==> config.mk <==
export PLATFORM = sky130hd
export DESIGN_NAME = lom_fifo
export DESIGN_NICKNAME = d
export VERILOG_FILES = /design/src/sv/lom_fifo.sv
export SDC_FILE = /design/constraint.sdc
export NUM_CORES = 1
export LEC_CHECK = 0
export BUFFER_PORTS_ARGS = -buffer_cell sky130_fd_sc_hd__buf_2
export CORE_AREA = 3 3 40 42
export DETAILED_ROUTE_END_ITERATION = 10
export DIE_AREA = 0 0 43 45
export PLACE_DENSITY = 0.48
export SETUP_SLACK_MARGIN = 0.5
export SYNTH_ARGS = -nofsm -noshare
export SYNTH_HDL_FRONTEND = slang
export SYNTH_SLANG_ARGS = --single-unit
==> constraint.sdc <==
create_clock -name clk -period 1.8 [get_ports clk]
set_input_delay 0.36 -clock clk [delete_from_list [all_inputs] [get_ports clk]]
set_output_delay 0.36 -clock clk [all_outputs]
set_load 0.02 [all_outputs]
==> src/sv/lom_fifo.sv <==
module lom_fifo #(
  parameter type T = logic,
  parameter int DEPTH = 2
) (
  input  logic clk,
  input  logic rst,
  input  logic push,
  input  T     din,
  output logic full,
  input  logic pop,
  output T     dout,
  output logic empty
);
  localparam int AW = $clog2(DEPTH);

  T               slots [DEPTH];
  logic [AW-1:0]  wp;
  logic [AW-1:0]  rp;
  logic [AW:0]    cnt;
  logic           do_push;
  logic           do_pop;

  assign full    = (cnt == (AW+1)'(DEPTH));
  assign empty   = (cnt == '0);
  assign do_push = push && !full;
  assign do_pop  = pop && !empty;
  assign dout    = slots[rp];

  // Storage
  always_ff @(posedge clk) begin
    if (do_push) slots[wp] <= din;
  end

  // Pointers and fill count
  always_ff @(posedge clk) begin
    if (rst) begin
      wp  <= '0;
      rp  <= '0;
      cnt <= '0;
    end else begin
      if (do_push) wp <= (wp == AW'(DEPTH - 1)) ? '0 : wp + 1'b1;
      if (do_pop)  rp <= (rp == AW'(DEPTH - 1)) ? '0 : rp + 1'b1;
      if (do_push && !do_pop) cnt <= cnt + 1'b1;
      else if (do_pop && !do_push) cnt <= cnt - 1'b1;
    end
  end
endmodule

### After elaboration in Yosys (flattened, before gate mapping)

Memory sizes are Yosys's and may differ from the RTL's. A register that Yosys moved wholly into a read port is not among the register bits.
Index checks and enable logic that the tools add are counted.

* eq/ne operators: 1
* reduce and logical (&&, ||, !) cells: 10
* multiplexer cells: 8
* $add $sub $neg: 4

Operators with widths (number)
* $mux 1: 6
* $logic_and 1x1->1: 4
* $logic_not 1->1: 4
* $mux 2: 2
* $add 1x1->1 const B: 2
* $add 2x1->2 const B: 1
* $eq 2x2->1 const B: 1
* $logic_not 2->1: 1
* $reduce_bool 2->1: 1
* $sub 2x1->2 const B: 1

* output and inout bits: 3
* register bits after elaboration: 4
* memories: 1
* word-level logic and storage cells: 27
* bits of input ports: 5
* RAM bits: 2

Memories
* slots: depth 2, bits a word 1, rd ports 1, clocked after Yosys merged registers in 1, write ports 1, line 16 `T slots [DEPTH];`

### Depth between registers and ports, before layout

* depth after elaboration: 7
* depth in mapped cells: 6
* gate-level depth less buffers: 6

### Least setup slack after synthesis

OpenSTA, ideal clock, no wires.

* kind: reg-to-reg
* from: reg cnt[1]
* to: reg cnt[1]
* data required time: 1730 ps
* arrival: 1494 ps
* path slack: 236 ps
* buffers on the path: 0
* clock period less this slack: 1564 ps
* stages on the path, launching flop included: 6
* setup time: 70 ps
* path through: dfxtp_1 > nor2b_2 > nor2_1 > ha_1 > or3_1 > a21oi_1

* cells in the longest elaborated chain, start to end: 6
* elaborated cells on any way between the ends: 15
* classes of those cells: 2 x add/sub; 1 x eq/ne; 2 x mux; 10 x reduce/logical

Ends and longest elaborated chain
* from (decl): line 19 `logic [AW:0] cnt;`
* from (signal assigned): line 43 `if (do_push && !do_pop) cnt <= cnt + 1'b1;`
* from (signal assigned): line 44 `else if (do_pop && !do_push) cnt <= cnt - 1'b1;`
* $eq 2x2->1 (*): line 23 `assign full = (cnt == (AW+1)'(DEPTH));`
* via full: line 9 `output logic full,`
* $logic_not 1->1 (*): line 25 `assign do_push = push && !full;`
* $logic_and 1x1->1 (*): line 25
* $logic_not 1->1: line 44
* $logic_and 1x1->1: line 44
* $reduce_bool 2->1 (no line)

The timed path passes the listed nets; every way through them passes the cells marked *. The select of a mux whose other input is x is not followed.
A chain may end at the register's enable or synchronous reset.

### Final worst setup path

* from: reg cnt[1]
* to: reg cnt[1]

* cells in the longest elaborated chain, start to end: 6
* elaborated cells on any way between the ends: 15
* classes of those cells: 2 x add/sub; 1 x eq/ne; 2 x mux; 10 x reduce/logical

Ends and longest elaborated chain (line)
* $eq 2x2->1 or $logic_not 2->1 (tied branches): 23, 24
* $logic_not 1->1 (on tied branches): 25, 26
* $logic_and 1x1->1 (on tied branches): 25, 26
* $logic_not 1->1 (on tied branches): 44, 43
* $logic_and 1x1->1 (on tied branches): 44, 43
* $reduce_bool 2->1 (no line) or $mux 2 (tied branches)

Several ways; a longest one is shown, not always the timed one. The select of a mux whose other input is x is not followed.

==> results.md <==
Yosys:
- Synthesis inferred 7 register bits.
- The number of nets in the synthesized netlist is 34.
- After technology mapping, the gate count stands at 28.
- In this run the mean area of a mapped cell was 10.3 sq um.
- The combined area of all synthesized cells is 289 sq um.
- The post-synthesis sequential area ratio is 55.4%.
- During synthesis, Yosys emitted a total of 0 warnings.
- The number of distinct library cells after synthesis is 12.

Worst setup path:
- The critical path endpoint category is a register.
- The kind of start point of the critical path is a register.
- The type of the setup path with the least slack is reg -> reg.
- The largest single stage delay on the critical path is 0.35 ns.
- At the worst endpoint, the required time is 1.98 ns.
- At the worst endpoint, the arrival time is 1.58 ns.
- The cell with the largest stage delay on the worst path is sky130_fd_sc_hd__dfxtp_2.
- The highest fanout seen on the critical path is 3.
- The signal on the critical path passes through nor2b_4 -> nor2_4 -> ha_4 -> xor2_1 -> or3_1 -> a21oi_2.

GRT:
- Entering global routing, the biggest net connects 6 pins.
- The number of global-route vias before repair came to 232.
- The initial antenna violation count is 0.
- Global routing finished with a remaining overflow of 0.
- Across every metal layer, demand over resource in global routing totals 6.52%.
- The first-pass GRT wire length is 876 um.

Clock network:
- The TritonCTS clock tree is done.
- In this run, CTS created clock tree buffers numbering 3.
- CTS built an H-tree with a depth of 1.
- The clock input transition at the sequential cells of the worst setup and hold paths is 0.05 ns.
- The number of hold buffers added after CTS was 0.
- The worst-case clock buffer depth is 2.
- The tree is rooted in a sky130_fd_sc_hd__clkbuf_4.
- The later pin in the worst-skew pair is clocked with a latency of 0.24 ns.
- For this design, the sink count on the clock tree is 7.

Timing:
- For the pin with the worst max-slew slack, the measured transition is 0.264 ns.
- The final hold violation count is 0.
- The post-layout worst setup margin is 0.398 ns.
- The number of pins exceeding their max-slew limit in the final report is 0.
- The number of endpoints failing setup at the final stage is 0.
- The final-layout setup total negative slack is 0 ns.
- The smallest clock period supported by the final layout is computed as 1.40 ns.
- Derived from the worst setup path, the maximum achievable clock frequency is 0.713 GHz.
- Setup repair after global routing could not meet its margin everywhere.
- The final worst clock skew is 0.000749 ns.
- In the finished design, the share of the clock period the worst path needs comes to 77.9%.
- The headroom to the max-slew limit is 82.2%.

Worst hold path:
- The type of the most critical hold path is in -> reg.

Die:
- The number of standard-cell rows in the floorplan is 13.
- The die covers 1940 sq um.
- The standard cell core area is 1280 sq um.
- During I/O placement, the number of pins put on the boundary was 8.
- The die outline width is 43 um.
- The die height is 45 um.
- The effective utilization at floorplan is 22.5%.

Finish:
- The fill cell total of the finished layout is 137.
- The synthesis-to-layout area growth is 54.1%.
- In the layout the commonest cells are sky130_fd_sc_hd__nor2_1 (4), sky130_fd_sc_hd__buf_2 (4).
- The utilization after layout is 34.7%.
- The net count of the finished layout is 48.
- The share of final-layout standard cells stronger than drive strength 1 is 51.2%.
- The number of antenna cells inserted is 0.

Placed design:
- The number of I/O port buffers is 7.
- The worst slack at placement is 0.205 ns.
- The last weighted congestion value of the routability-driven placer is 0.633.

Route:
- After the first detailed-routing iteration, the DRC count stood at 3.
- Using the TritonRoute via totals, the vias-per-cell ratio works out to 4.41.
- The number of search-and-repair iterations in the first detailed-routing pass is 4.
- The average detailed-routed wire length per instance is 10.3 um.
- The met3 layer wire length in the routed design is 50 um.
- The top metal layer carrying routed signals is met3.
- Summed over all layers, the routed wires come to 575 um.
- The amount of wire on met2 after detailed routing is 328 um.
- The met1 layer wirelength in the final routing is 196 um.
- For this run, design rule violations remaining after detail routing come to 0.
- The total via count after detailed routing is 247.
- The count of antenna-violating nets left after detailed routing is 0.

Power:
- The total leakage power is 0.191 nW.
- IR analysis of the VDD net gives a maximum drop of 624 uV.
- The power density over the cells is 1710 nW/um^2.

Run status:
- The run finished with clean final reports.

Job:
- The max capacitance violation total is 0.
==> cells by family after synthesis <==
kind of cell	after synthesis	synth area share, %
mux	1	3.90
simple gates	9	16.0
fa+ha+maj	1	4.33
flops	7	55.4
xor+xnor	3	9.09
buf+inv	2	2.60
compound gates	5	8.66
==> per-layer routing <==
metal	vias up	global-route usage, %
met5	-	0
met4	0	3.61
met3	0	3.98
met2	9	12.0
met1	116	5.37
li1	122	-
==> where the power goes <==
part	internal [mW]	total, mW	switching (mW)
registers	0.219	0.261	0.0418
clock network	0.0843	0.137	0.0527
logic	0.192	0.363	0.171
==> synthesized netlist by cell type <==
cell	instances	share of area (%)
sky130_fd_sc_hd__and2_1	1	2.2
sky130_fd_sc_hd__xor2_1	3	9.1
sky130_fd_sc_hd__mux2_2	1	3.9
sky130_fd_sc_hd__or3_1	2	4.3
sky130_fd_sc_hd__dfxtp_1	5	35
sky130_fd_sc_hd__o21ai_0	3	5.2
sky130_fd_sc_hd__a21oi_1	2	3.5
sky130_fd_sc_hd__nor2b_2	1	3.0
sky130_fd_sc_hd__ha_1	1	4.3
sky130_fd_sc_hd__inv_1	2	2.6
sky130_fd_sc_hd__edfxtp_1	2	21
sky130_fd_sc_hd__nor2_1	5	6.5
==> cell type report <==
type                       count  area [sq um]  share of cell area [%]
sequential                     7           165                    37.1
multi-input combinational     19           163                    36.5
timing repair buffer           9          65.1                    14.6
clock buffer                   4          26.3                    5.90
tap                           15          18.8                    4.21
inverter                       2          7.51                    1.69
==> repair_timing <==
action / in CTS / in global routing
gates resized for setup: 9 / 5
buffers inserted: 2 / 0
pin swaps: 1 / 0
endpoints found under the setup margin: 3 / 5
==> path summary, 6_finish.rpt <==
kind	startpoint	end	slack (ns)	depth (start not counted)
setup / recovery	cnt[1]	cnt[1]	0.40	6
hold / removal	din	slots[1]	0.30	1
setup reg to reg	cnt[1]	cnt[1]	0.40	6
hold reg to reg	wp	wp	0.49	2
==> worst max-delay path, delay by kind of cell, from the launching register on <==
kind	cells	cell delay, ns
AO/OA/AOI/OAI	1	0.12
adder cells (fa/ha/maj)	1	0.15
flip-flops	1	0.35
XOR/XNOR	1	0.14
AND/OR/NAND/NOR	3	0.58
==> stage by stage <==
step / power [mW] / cell area (sq um) / hold slack [ns] / cells
2_1_floorplan: 0.434 / 297 / 0.422 / 28
3_3_place_gp: 0.487 / 350 / 0.467 / 50
3_5_place_dp: 0.504 / 350 / 0.478 / 50
4_1_cts: 0.735 / 429 / 0.298 / 56
5_1_grt: 0.809 / 445 / 0.305 / 56
6_report: 0.761 / 445 / 0.302 / 56
(Power assumes the default switching activity.)
