## src/sv/lom_pkg.sv

```systemverilog
package lom_pkg;

  // Book geometry
  localparam int ORDERS     = 1024;
  localparam int ID_W       = 10;
  localparam int LINK_W     = ID_W + 1;   // top bit set means no link
  localparam int QTY_W      = 24;
  localparam int PRICE_W    = 10;
  localparam int ROW_W      = 5;          // busy bitmap row select
  localparam int COL_W      = PRICE_W - ROW_W;
  localparam int ROWS       = 1 << ROW_W;
  localparam int COLS       = 1 << COL_W;
  localparam int CNT_W      = 11;
  localparam int FILL_W     = 6;
  localparam int MAX_FILLS_DEF = 63;
  localparam int CMD_DEPTH  = 2;
  localparam int RES_DEPTH  = 2;

  localparam logic [LINK_W-1:0] LINK_NONE = LINK_W'(ORDERS);

  typedef enum logic { OP_ADD = 1'b0, OP_CANCEL = 1'b1 } op_t;
  typedef enum logic { SIDE_BID = 1'b0, SIDE_ASK = 1'b1 } side_t;
  typedef enum logic { KIND_FILL = 1'b0, KIND_SUMMARY = 1'b1 } kind_t;
  typedef enum logic [1:0] {
    ST_OK        = 2'd0,
    ST_NOT_FOUND = 2'd1,
    ST_LIVE      = 2'd2,
    ST_LIMIT     = 2'd3
  } status_t;

  // Classified command handed from the front to the matching engine
  typedef struct packed {
    op_t                op;
    side_t              side;
    logic [ID_W-1:0]    order_id;
    logic [QTY_W-1:0]   quantity;
    logic [PRICE_W-1:0] price;
    logic               qty_zero;
  } cmd_t;

  // One order table entry
  typedef struct packed {
    logic               live;
    side_t              side;
    logic [PRICE_W-1:0] price;
    logic [QTY_W-1:0]   qty;
    logic [LINK_W-1:0]  next;
    logic [LINK_W-1:0]  prev;
  } entry_t;

  // One price level FIFO
  typedef struct packed {
    logic [LINK_W-1:0] head;
    logic [LINK_W-1:0] tail;
  } level_t;

  typedef struct packed {
    kind_t              kind;
    logic [QTY_W-1:0]   fill_quantity;
    logic [PRICE_W-1:0] fill_price;
    logic [ID_W-1:0]    resting_order_id;
    logic [QTY_W-1:0]   remaining_quantity;
    status_t            status;
    logic signed [CNT_W-1:0] spread;
    logic [CNT_W-1:0]   waiting_bids;
    logic [CNT_W-1:0]   waiting_asks;
    logic               last;
  } result_t;

  // Highest set bit of a bitmap row
  function automatic logic [COL_W-1:0] hi_bit(input logic [COLS-1:0] v);
    logic [COL_W-1:0] r;
    r = '0;
    for (int i = 0; i < COLS; i++) begin
      if (v[i]) r = COL_W'(i);
    end
    return r;
  endfunction

  // Lowest set bit of a bitmap row
  function automatic logic [COL_W-1:0] lo_bit(input logic [COLS-1:0] v);
    logic [COL_W-1:0] r;
    r = '0;
    for (int i = COLS - 1; i >= 0; i--) begin
      if (v[i]) r = COL_W'(i);
    end
    return r;
  endfunction

endpackage

```

## src/sv/lom_front.sv

```systemverilog
module lom_front (
  input  logic                         clk,
  input  logic                         rst,
  input  logic                         push,
  output logic                         full,
  input  logic                         op,
  input  logic                         side,
  input  logic [lom_pkg::ID_W-1:0]     order_id,
  input  logic [lom_pkg::QTY_W-1:0]    quantity,
  input  logic [lom_pkg::PRICE_W-1:0]  price,
  output lom_pkg::cmd_t                cmd,
  output logic                         cmd_push,
  input  logic                         cmd_full
);
  import lom_pkg::*;

  logic slot_valid;
  cmd_t slot;
  logic take;

  assign full     = slot_valid && cmd_full;
  assign take     = push && !full;
  assign cmd_push = slot_valid && !cmd_full;
  assign cmd      = slot;

  // Input stage: capture and classify the transaction
  always_ff @(posedge clk) begin
    if (rst) begin
      slot_valid <= 1'b0;
    end else if (take) begin
      slot_valid <= 1'b1;
    end else if (cmd_push) begin
      slot_valid <= 1'b0;
    end
  end

  always_ff @(posedge clk) begin
    if (take) begin
      slot.op       <= op_t'(op);
      slot.side     <= side_t'(side);
      slot.order_id <= order_id;
      slot.quantity <= quantity;
      slot.price    <= price;
      slot.qty_zero <= (quantity == '0);
    end
  end
endmodule

```

## config.mk

```make
export PLATFORM = sky130hd
export DESIGN_NAME = lom_front
export DESIGN_NICKNAME = d
export VERILOG_FILES = /design/src/sv/lom_pkg.sv /design/src/sv/lom_front.sv
export SDC_FILE = /design/constraint.sdc
export NUM_CORES = 1
export LEC_CHECK = 0
export ABC_AREA = 1
export BUFFER_PORTS_ARGS = -buffer_cell sky130_fd_sc_hd__buf_2
export CAP_MARGIN = 10
export CELL_PAD_IN_SITES_DETAIL_PLACEMENT = 2
export CELL_PAD_IN_SITES_GLOBAL_PLACEMENT = 2
export CORE_ASPECT_RATIO = 1.4
export CORE_MARGIN = 2
export CORE_UTILIZATION = 26
export DETAILED_ROUTE_END_ITERATION = 6
export PLACE_DENSITY = 0.77
export REMOVE_ABC_BUFFERS = 1
export SLEW_MARGIN = 20
export SYNTH_ARGS = -nofsm -noshare
export SYNTH_HDL_FRONTEND = slang
export SYNTH_SLANG_ARGS = --single-unit
```

## constraint.sdc

```tcl
create_clock -name clk -period 4.05 [get_ports clk]
set_input_delay 0.2025 -clock clk [delete_from_list [all_inputs] [get_ports clk]]
set_output_delay 0.2025 -clock clk [all_outputs]
set_load 0.05 [all_outputs]
```

Word-level counts from Yosys, hierarchy flattened
Cells that the tools add are included.
{"block": "word_totals", "register_bits": 48, "inputBits": 50, "out_inout_bits": 49, "word_cells": 16}
{"block": "op_classes", "mux": 2, "reduce_logical": 7}
{"operator": "24-bit zero test", "count": 1}
{"operator": "1-bit logical AND", "count": 3}
{"operator": "1-bit zero test", "count": 2}
{"operator": "1-bit 2-to-1 mux", "count": 2}
{"operator": "2-bit nonzero test", "count": 1}

Logic depth before layout (Yosys ltp)
Gate-level depths: netlist of run 1.
{"block": "logic_depth", "ltp_word": 4, "depth_mapped": 5, "mapped_depth_nobuf": 5}

Worst setup path after synthesis of run 1
OpenSTA, ideal clock, no wires.
{"block": "synth_timing", "kind": "reg2reg", "from": "register slot_valid", "to": "register slot (netlist bit cmd[0]), enable pin", "setup_ps": 452, "t_arrival_ps": 2622, "required_time_ps": 3598, "slack_ps": 976, "path_stages_with_launch": 4, "path_buffers": 0, "period_less_slack_ps": 3074, "cell_sequence": "dfxtp_1 -> nand2_1 -> inv_1 -> nor2_1"}
{"block": "synth_via", "elab_chain_len": 3}
{"element": "start, declared", "line": "lom_front.sv:17", "source": "logic slot_valid;"}
{"element": "start signal, assigned", "line": "lom_front.sv:29", "source": "slot_valid <= 1'b0;"}
{"element": "start signal, assigned", "line": "lom_front.sv:31", "source": "slot_valid <= 1'b1;"}
{"element": "start signal, assigned", "line": "lom_front.sv:33", "source": "slot_valid <= 1'b0;"}
{"element": "1-bit logical AND", "line": "lom_front.sv:21", "source": "assign full = slot_valid && cmd_full;"}
{"element": "via full", "line": "lom_front.sv:5", "source": "output logic full,"}
{"element": "1-bit zero test", "line": "lom_front.sv:22", "source": "assign take = push && !full;"}
{"element": "1-bit logical AND", "line": "lom_front.sv:22"}
{"element": "via take", "line": "lom_front.sv:19", "source": "logic take;"}
{"element": "end, declared", "line": "lom_front.sv:18", "source": "cmd_t slot;"}
The timed path passes the listed nets, and every way through them passes these cells.
A chain may end at the register's enable or synchronous reset.

Worst setup path after layout of run 1
{"block": "layout_timing", "from": "register slot_valid", "to": "register slot (netlist bit cmd[9]), enable pin"}
{"block": "layout_via", "elab_chain_len": 3}
{"element": "1-bit logical AND", "line": "lom_front.sv:21"}
{"element": "1-bit zero test", "line": "lom_front.sv:22"}
{"element": "1-bit logical AND", "line": "lom_front.sv:22"}
{"element": "via take", "line": "lom_front.sv:19"}
The timed path passes the listed nets, and every way through them passes these cells.

==> results of run 1 <==
## cell usage in the layout (no fill, tap or decap), drive strengths merged
cell     n
inv      3
nor2    17
nand2    6
edfxtp  47
buf     99
clkinv   3
a21oi    1
nand4    1
dfxtp    1
clkbuf   5
## per-stage QoR
stage	instance area [um2]	utilization	power (mW)	setup slack, ns	cells
after floorplan	1540	-	0.713	0.976	76
after global placement	2140	0.369	0.767	2.67	245
after detailed placement	2140	0.369	0.772	2.60	245
after CTS	2220	0.384	1.04	2.60	253
after global routing	2220	0.384	1.06	2.52	253
final	2220	0.384	1.03	2.61	253
## layout make-up
type | instances | area [um2]
clock buffers | 5 | 68.8
repair buffers | 99 | 498
multi-input cells | 25 | 108
fillers | 633 | 3560
well taps | 70 | 87.6
inverters | 3 | 11.3
flip-flops and latches | 48 | 1430
clock inverters | 3 | 13.8
## per-layer routing
metal	up-vias	GRT usage	wire (um)
li1	488	-	-
met3	3	0.0560	437
met1	509	0.118	1280
met5	-	0	0
met2	71	0.198	1920
met4	0	0.0343	27
## cells in the mapped netlist (all sizes together)
cell type / number / share of area
a21oi: 1 / 0.0032
dfxtp: 1 / 0.013
edfxtp: 47 / 0.91
inv: 3 / 0.0073
nand2: 6 / 0.015
nand4: 1 / 0.0041
nor2: 17 / 0.043
## power by group
group	leakage [nW]	total [mW]	internal (mW)	switching [mW]
sequential	0.463	0.585	0.579	0.00613
combinational	0.446	0.172	0.0382	0.134
clock	0.0453	0.269	0.117	0.151
## logic make-up after synthesis
family | Yosys count
DFF | 48
and+or+nand+nor | 24
buffers and inverters | 3
AOI/OAI and AO/OA | 1
## sequential cells by signal (all words and copies together), names as in the netlist
register / cells
cmd: 47
slot_valid: 1
## how the worst min path moves through the flow
stage | start | end | slack, ns
3_3_place_gp | rst | slot_valid$_SDFFE_PP0P_ | 0.37
5_1_grt | rst | slot_valid$_SDFFE_PP0P_ | 0.05
6_report | rst | slot_valid$_SDFFE_PP0P_ | 0.05
3_5_place_dp | rst | slot_valid$_SDFFE_PP0P_ | 0.37
2_1_floorplan | rst | slot_valid$_SDFFE_PP0P_ | 0.27
4_1_cts | rst | slot_valid$_SDFFE_PP0P_ | 0.05
==> reports/metrics.yaml, run 1 <==
status:
  outcome: "finished clean"
worst_hold_path:
  hold_depth: 2
  hold_class: "in -> reg"
clock_network:
  cts_root_buf: "clkbuf_8"
  clk_pin_slew_ns: 0.08
  cts_hold_buf: 0
  post-cts-setup-buffers: 0
  cts_made_buffers: 5
  clk_latency_ns: 0.30
  cts_sinks: 48
  cts_resized: 0
  tritoncts: "built"
  cts.htree.levels: 2
  clockBufferDepth: 2
route:
  drcViolationCount: 0
  viasPerCell: 4.23
  ant_nets: 0
  detail_route.first_pass.iterations: 3
  vias: 1071
  wl_per_cell_um: 14.5
  first_iter_violations: 90
  drt-total-wl_um: 3660
sta:
  finalSetupViolCount: 0
  final.period_utilization: 0.354
  holdWs_ns: 0.0547
  finalHoldViolCount: 0
  tightest_slew_ns: 0.593
  max_freq_mhz: 697
  rsz0062_at_grt: "false"
  slew_headroom: 0.605
  fin_crit_ns: 1.44
  slew_violations: 0
  fin_setup_tns_ns: 0
  clock_skew_ns: 0.00612
global_routing:
  antenna_found_initial: 0
  grt_pass1_wl_um: 5560
  grt_overflow: 0
  grtUsageTotal: 0.112
  grt_pass1_vias: 1132
  grt_max_degree: 48
setup_path:
  cp-start-kind: "register"
  path_depth: 4
  cp.arrival_ns: 1.37
  cp_max_fo: 47
  worstPathCellList: "nand2_1, inv_1, nor2_4, buf_4"
  critPathTopFamily: "buffers and inverters"
  cp-startpoint: "slot_valid$_SDFFE_PP0P_"
  cp_slowest_stage_delay_ns: 0.49
  path_class: "reg -> reg"
  reg2reg_from: "slot_valid$_SDFFE_PP0P_"
  r2r-end: "cmd[9]$_DFFE_PP_"
  crit_slowest_cell: "buf_4"
  crit_path_end_kind: "register"
  critPathRequiredTime_ns: 3.99
  worstSetupEndpoint: "cmd[9]$_DFFE_PP_"
  crit_buf_inv: 2
  r2r_cells: 4
  ff2ff_setup_slack_ns: 2.61
job:
  cap_viol_max_count: 0
yosys:
  syn_area_um2: 1540
  synth_simple_gate_area_share: 0.0616
  synth_xor_area_frac: 0
  synth_seq_area_share: 0.928
  ys_warn_count: 0
  synth_mux_area_frac: 0
  avgSynthCellArea_um2: 20.3
  synth_cell_type_count: 8
  netlist_instances: 76
  ys_ff_latch: 48
  synth-compound-area-share: 0.00324
  synth_top_family_by_area: "simple AND/OR/NAND/NOR gates"
  synth_fa_ha_area_frac: 0
cells_and_area:
  area_delta_synth_final_pct: 43.8
  num_antenna_cells: 0
  drive_gt1_frac: 0.590
  layout.nets: 232
pwr:
  p_per_area_nw_per_um2: 462
  vdd_drop_max_v: 0.000200
  leakagePower_nw: 0.955
floorplan:
  dieArea_um2: 6570
  rows: 33
  pin_count: 99
  core-area_um2: 5780
  fp.dieW_um: 69.1
  die_height_um: 95.1
  initial_core_util: 0.267
placement:
  port_buffers: 98
  dp_hpwl_um: 2920
  place.gp.congestion: 0.681
Power figures use the tool's default switching activity.
==> run 2: changes to the inputs <==
==> constraint.sdc (replaced) <==
create_clock -name clk -period 1.4 [get_ports clk]
set_input_delay 0.07 -clock clk [delete_from_list [all_inputs] [get_ports clk]]
set_output_delay 0.07 -clock clk [all_outputs]
set_load 0.05 [all_outputs]
==> run 2 against run 1 <==
Compared with the run above:
- routed wire length up 31%
- worst setup slack got worse by 2.4 ns
- sequential cell count unchanged
- critical path depth unchanged
- combinational power increased to 3.6 times the previous value
- sequential power rose to 2.9 times the previous value
- critical path type unchanged
- critical endpoint is now cmd[38]$_DFFE_PP_
- highest routed layer unchanged
==> reports/metrics.yaml, run 2 (synthesized netlist as in run 1, its figures left out) <==
status:
  outcome: "finished clean"
pwr:
  leakagePower_nw: 1.15  # +20%
  p_per_area_nw_per_um2: 1140  # +150%
  vdd_drop_max_v: 0.000617  # +210%
job:
  cap_viol_max_count: 0  # unchanged
cells_and_area:
  final_common_cell: "buf_2"
  area_delta_synth_final_pct: 74.9
  fillers: 583  # -7.9%
  multiInputGateArea_um2: 108  # unchanged
  largest_reg_flops: 47  # unchanged
  layout.nets: 279  # +20%
  most-common-layout-cells: "buf_2, edfxtp_1, dlygate4sd3_1"
  ff_latch_area_um2: 1430  # unchanged
  fin_cells: 300  # +19%
  drive_gt1_frac: 0.461  # -0.129
  num_antenna_cells: 0  # unchanged
placement:
  post-place-ws_ns: 0.238  # -2.36 ns
  place.gp.congestion: 0.669  # -1.7%
  port_buffers: 98  # unchanged
  place_inst: 245  # unchanged
  dp_hpwl_um: 2950  # +1.2%
global_routing:
  grt_pass1_wl_um: 7450  # +34%
  antenna_found_initial: 0  # unchanged
  grt_max_degree: 48  # unchanged
  grtUsageTotal: 0.150  # +0.0382
  grt_overflow: 0  # unchanged
  grt_pass1_vias: 1438  # +27%
route:
  ant_nets: 0  # unchanged
  first_iter_violations: 63  # -30%
  drt-total-wl_um: 4780  # +31%
  vias: 1269  # +18%
  detail_route.first_pass.iterations: 2  # -1
  drcViolationCount: 0  # unchanged
  wl_per_cell_um: 15.9  # +10%
  viasPerCell: 4.23  # about the same
setup_path:
  ff2ff_setup_slack_ns: 0.21  # -2.41 ns
  critPathRequiredTime_ns: 1.38  # -2.61 ns
  path_depth: 4  # unchanged
  cp.arrival_ns: 1.17  # -0.20 ns
  cp_slowest_stage_delay_ns: 0.32  # -0.17 ns
  reg2reg_from: "slot_valid$_SDFFE_PP0P_"
  critPathTopFamily: "buffers and inverters"
  worstPathCellList: "nand2_1, inv_1, nor2_4, buf_12"
  cp_max_fo: 47  # unchanged
  worstSetupEndpoint: "cmd[38]$_DFFE_PP_"
  r2r-end: "cmd[38]$_DFFE_PP_"
  cp-start-kind: "register"
  path_class: "reg -> reg"
  cp-startpoint: "slot_valid$_SDFFE_PP0P_"
  crit_slowest_cell: "dfxtp_1"
  crit_buf_inv: 2  # unchanged
  crit_path_end_kind: "register"
  r2r_cells: 4  # unchanged
worst_hold_path:
  hold_class: "in -> reg"
  hold_depth: 3  # +1
floorplan:
  initial_core_util: 0.267  # unchanged
  dieArea_um2: 6570  # unchanged
  core-area_um2: 5780  # unchanged
  die_height_um: 95.1  # unchanged
  rows: 33  # unchanged
  pin_count: 99  # unchanged
  fp.dieW_um: 69.1  # unchanged
clock_network:
  cts_root_buf: "clkbuf_8"
  cts_made_buffers: 5  # unchanged
  cts_resized: 0  # unchanged
  tritoncts: "built"
  cts_sinks: 48  # unchanged
  cts.htree.levels: 2  # unchanged
  cts_hold_buf: 47  # +47
  clockBufferDepth: 2  # unchanged
  post-cts-setup-buffers: 0  # unchanged
  clk_latency_ns: 0.29  # about the same
  clk_pin_slew_ns: 0.08  # about the same
sta:
  timing.final.ws_setup_ns: 0.206  # -2.41 ns
  tightest_slew_ns: 0.261  # -0.332 ns
  max_freq_mhz: 838  # +20%
  slew_headroom: 0.826  # +0.222
  slew_violations: 0  # unchanged
  rsz0062_at_grt: "false"
  final.period_utilization: 0.853  # +0.498
  clock_skew_ns: 0.00474  # -0.00139 ns
  fin_setup_tns_ns: 0  # unchanged
  finalHoldViolCount: 0  # unchanged
  finalSetupViolCount: 0  # unchanged
  fin_crit_ns: 1.19  # -0.242 ns
  holdWs_ns: 0.0943  # +0.0396 ns
-- run 2: cell count changes in the layout (fill, tap and decap cells not counted) --
cell / previous run / this run
dlygate4sd3_1: 0 / 47
buf_4: 1 / 0
buf_12: 0 / 1
clkbuf_1: 0 / 2
clkinv_2: 2 / 0
-- run 2: layout make-up --
class | count | area share
sequential | 48 | 0.530
timing repair buffer | 146 | 0.363
multi-input combinational | 25 | 0.0399
tap | 70 | 0.0325
clock buffer | 7 | 0.0283
inverter | 3 | 0.00417
clock inverter | 1 | 0.00139
-- run 2: through the flow --
stage | total power, mW | utilization | instance area (um2)
floorplan | 2.06 | - | 1540
global placement | 2.22 | 0.372 | 2150
detailed placement | 2.24 | 0.372 | 2150
CTS | 3.12 | 0.467 | 2700
global route | 3.21 | 0.467 | 2700
finish | 3.08 | 0.467 | 2700
-- run 2: tightest hold or removal path, cell delays in order --
cell and delay, ns:
buf_2 0.11, nand2_1 0.09, a21oi_1 0.07
-- run 2: how the worst min path moves through the flow --
stage             start                      end
2_1_floorplan       rst  slot_valid$_SDFFE_PP0P_
3_3_place_gp        rst  slot_valid$_SDFFE_PP0P_
3_5_place_dp        rst  slot_valid$_SDFFE_PP0P_
4_1_cts        cmd_full  slot_valid$_SDFFE_PP0P_
5_1_grt        cmd_full  slot_valid$_SDFFE_PP0P_
6_report       cmd_full  slot_valid$_SDFFE_PP0P_
-- run 2: routing by layer --
metal	global-route usage	vias to the layer above	part of all wire
met5	0	-	0
met4	0.0343	0	0.0090
met3	0.0529	4	0.080
met2	0.296	71	0.58
met1	0.150	611	0.33
li1	-	583	-
-- run 2: report_power, final --
| part | internal (mW) | switching, mW | leakage, nW |
|---|---|---|---|
| logic | 0.201 | 0.416 | 0.647 |
| registers | 1.67 | 0.0203 | 0.463 |
| clock network | 0.348 | 0.423 | 0.0399 |
| total | 2.22 | 0.859 | 1.15 |
==> run 3: changes to the inputs <==
--- a/config.mk
+++ b/config.mk
@@ -6,7 +6,7 @@
 export NUM_CORES = 1
 export LEC_CHECK = 0
 export ABC_AREA = 1
-export BUFFER_PORTS_ARGS = -buffer_cell sky130_fd_sc_hd__buf_2
+export BUFFER_PORTS_ARGS = -buffer_cell sky130_fd_sc_hd__buf_4
 export CAP_MARGIN = 10
 export CELL_PAD_IN_SITES_DETAIL_PLACEMENT = 2
 export CELL_PAD_IN_SITES_GLOBAL_PLACEMENT = 2
==> run 3 against run 2 <==
Compared with the run above:
- clock power grew 22%
- final cell count grew 0.33%
- sequential power is essentially flat
- register-to-register slack is essentially flat
- global-route usage grew 1.3 points
- count of clock-buffer cells in the layout shrank 2
- maximum frequency grew 0.67%
- critical path type unchanged
- largest cell class unchanged
==> reports/metrics.yaml, run 3 (synthesized netlist as in run 1, its figures left out) <==
clock_network:
  cts_hold_buf: 47  # unchanged
  cts_made_buffers: 5  # unchanged
  tritoncts: "built"
  cts.htree.levels: 2  # unchanged
  clk_pin_slew_ns: 0.08  # about the same
  clk_latency_ns: 0.30  # about the same
  clockBufferDepth: 2  # unchanged
  cts_resized: 0  # unchanged
  cts_root_buf: "clkbuf_8"
  post-cts-setup-buffers: 0  # unchanged
  cts_sinks: 48  # unchanged
route:
  wl_per_cell_um: 17.4  # +9.4%
  detail_route.first_pass.iterations: 3  # +1
  vias: 1266  # -0.24%
  viasPerCell: 4.21  # -0.57%
  drt-total-wl_um: 5250  # +9.7%
  first_iter_violations: 54  # -14%
  ant_nets: 0  # unchanged
  drcViolationCount: 0  # unchanged
placement:
  post-place-ws_ns: 0.243  # +0.00472 ns
  place.gp.congestion: 0.835  # +25%
  dp_hpwl_um: 3450  # +17%
  port_buffers: 98  # unchanged
floorplan:
  dieArea_um2: 6570  # unchanged
  core-area_um2: 5780  # unchanged
  initial_core_util: 0.267  # unchanged
  fp.dieW_um: 69.1  # unchanged
  rows: 33  # unchanged
  die_height_um: 95.1  # unchanged
  pin_count: 99  # unchanged
worst_hold_path:
  hold_class: "in -> reg"
cells_and_area:
  largest_reg_flops: 47  # unchanged
  area_delta_synth_final_pct: 93.0
  fillers: 546  # -6.3%
  drive_gt1_frac: 0.468  # +0.00666
  final_common_cell: "buf_4"
  layout.nets: 280  # +0.36%
  num_antenna_cells: 0  # unchanged
  most-common-layout-cells: "buf_4, edfxtp_1, dlygate4sd3_1"
sta:
  max_freq_mhz: 843  # +0.67%
  clock_skew_ns: 0.0111  # +0.00634 ns
  slew_violations: 0  # unchanged
  fin_setup_tns_ns: 0  # unchanged
  finalSetupViolCount: 0  # unchanged
  finalHoldViolCount: 0  # unchanged
  fin_crit_ns: 1.19  # -0.00796 ns
  timing.final.ws_setup_ns: 0.214  # +0.00796 ns
  tightest_slew_ns: 0.224  # -0.0366 ns
  slew_headroom: 0.851  # +0.0244
  final.period_utilization: 0.847  # -0.00568
  rsz0062_at_grt: "false"
global_routing:
  grt_overflow: 0  # unchanged
  grt_max_degree: 31  # -35%
  grtUsageTotal: 0.163  # +0.0128
  grt_pass1_wl_um: 8030  # +7.9%
  antenna_found_initial: 0  # unchanged
  grt_pass1_vias: 1522  # +5.8%
setup_path:
  cp-start-kind: "register"
  crit_path_end_kind: "register"
  critPathRequiredTime_ns: 1.38  # about the same
  cp.arrival_ns: 1.17  # about the same
  path_class: "reg -> reg"
  cp_max_fo: 17  # -64%
pwr:
  p_per_area_nw_per_um2: 1130  # -1.2%
  vdd_drop_max_v: 0.000613  # -0.77%
  finalPower_mw: 3.36  # +9.0%
  leakagePower_nw: 1.25  # +8.9%
status:
  outcome: "finished clean"
job:
  cap_viol_max_count: 0  # unchanged
==> run 3: layout make-up <==
class | instances | area [um2] | area share
flip-flops and latches | 48 | 1430 | 0.481
repair buffers | 147 | 1230 | 0.414
multi-input cells | 25 | 108 | 0.0361
well taps | 70 | 87.6 | 0.0294
clock buffers | 5 | 68.8 | 0.0231
clock inverters | 3 | 37.5 | 0.0126
inverters | 3 | 11.3 | 0.00378
==> run 3: worst max-delay path: stages, from the launching register on <==
cell     delay, ns
dfxtp_1       0.32
nand2_1       0.08
inv_1         0.08
nor2_4        0.13
buf_4         0.27
==> run 3: through the flow <==
stage	cells	util	area (um2)	hold WS (ns)
finish	301	0.515	2980	0.0760
floorplan	76	-	1540	0.139
CTS	301	0.515	2980	0.0685
detailed placement	246	0.415	2400	0.236
global placement	246	0.415	2400	0.225
global route	301	0.515	2980	0.0898
==> run 3: final timing paths <==
check | from | to | slack (ns) | cells past startpoint
min | cmd_full | slot_valid$_SDFFE_PP0P_ | 0.08 | 3
max | slot_valid$_SDFFE_PP0P_ | cmd[26]$_DFFE_PP_ | 0.21 | 4
min reg2reg | slot_valid$_SDFFE_PP0P_ | slot_valid$_SDFFE_PP0P_ | 0.50 | 2
max reg2reg | slot_valid$_SDFFE_PP0P_ | cmd[26]$_DFFE_PP_ | 0.21 | 4
==> run 3: layer usage <==
| metal | track usage | vias to the layer above | part of all wire |
|---|---|---|---|
| li1 | - | 583 | - |
| met1 | 0.162 | 595 | 0.34 |
| met2 | 0.327 | 79 | 0.57 |
| met3 | 0.0476 | 9 | 0.069 |
| met4 | 0.0441 | 0 | 0.021 |
| met5 | 0 | - | 0 |
==> run 3: report_power, final <==
group | total [mW] | switching [mW] | internal, mW
logic | 0.715 | 0.428 | 0.288
registers | 1.70 | 0.0271 | 1.68
clock network | 0.942 | 0.422 | 0.520
total | 3.36 | 0.877 | 2.48
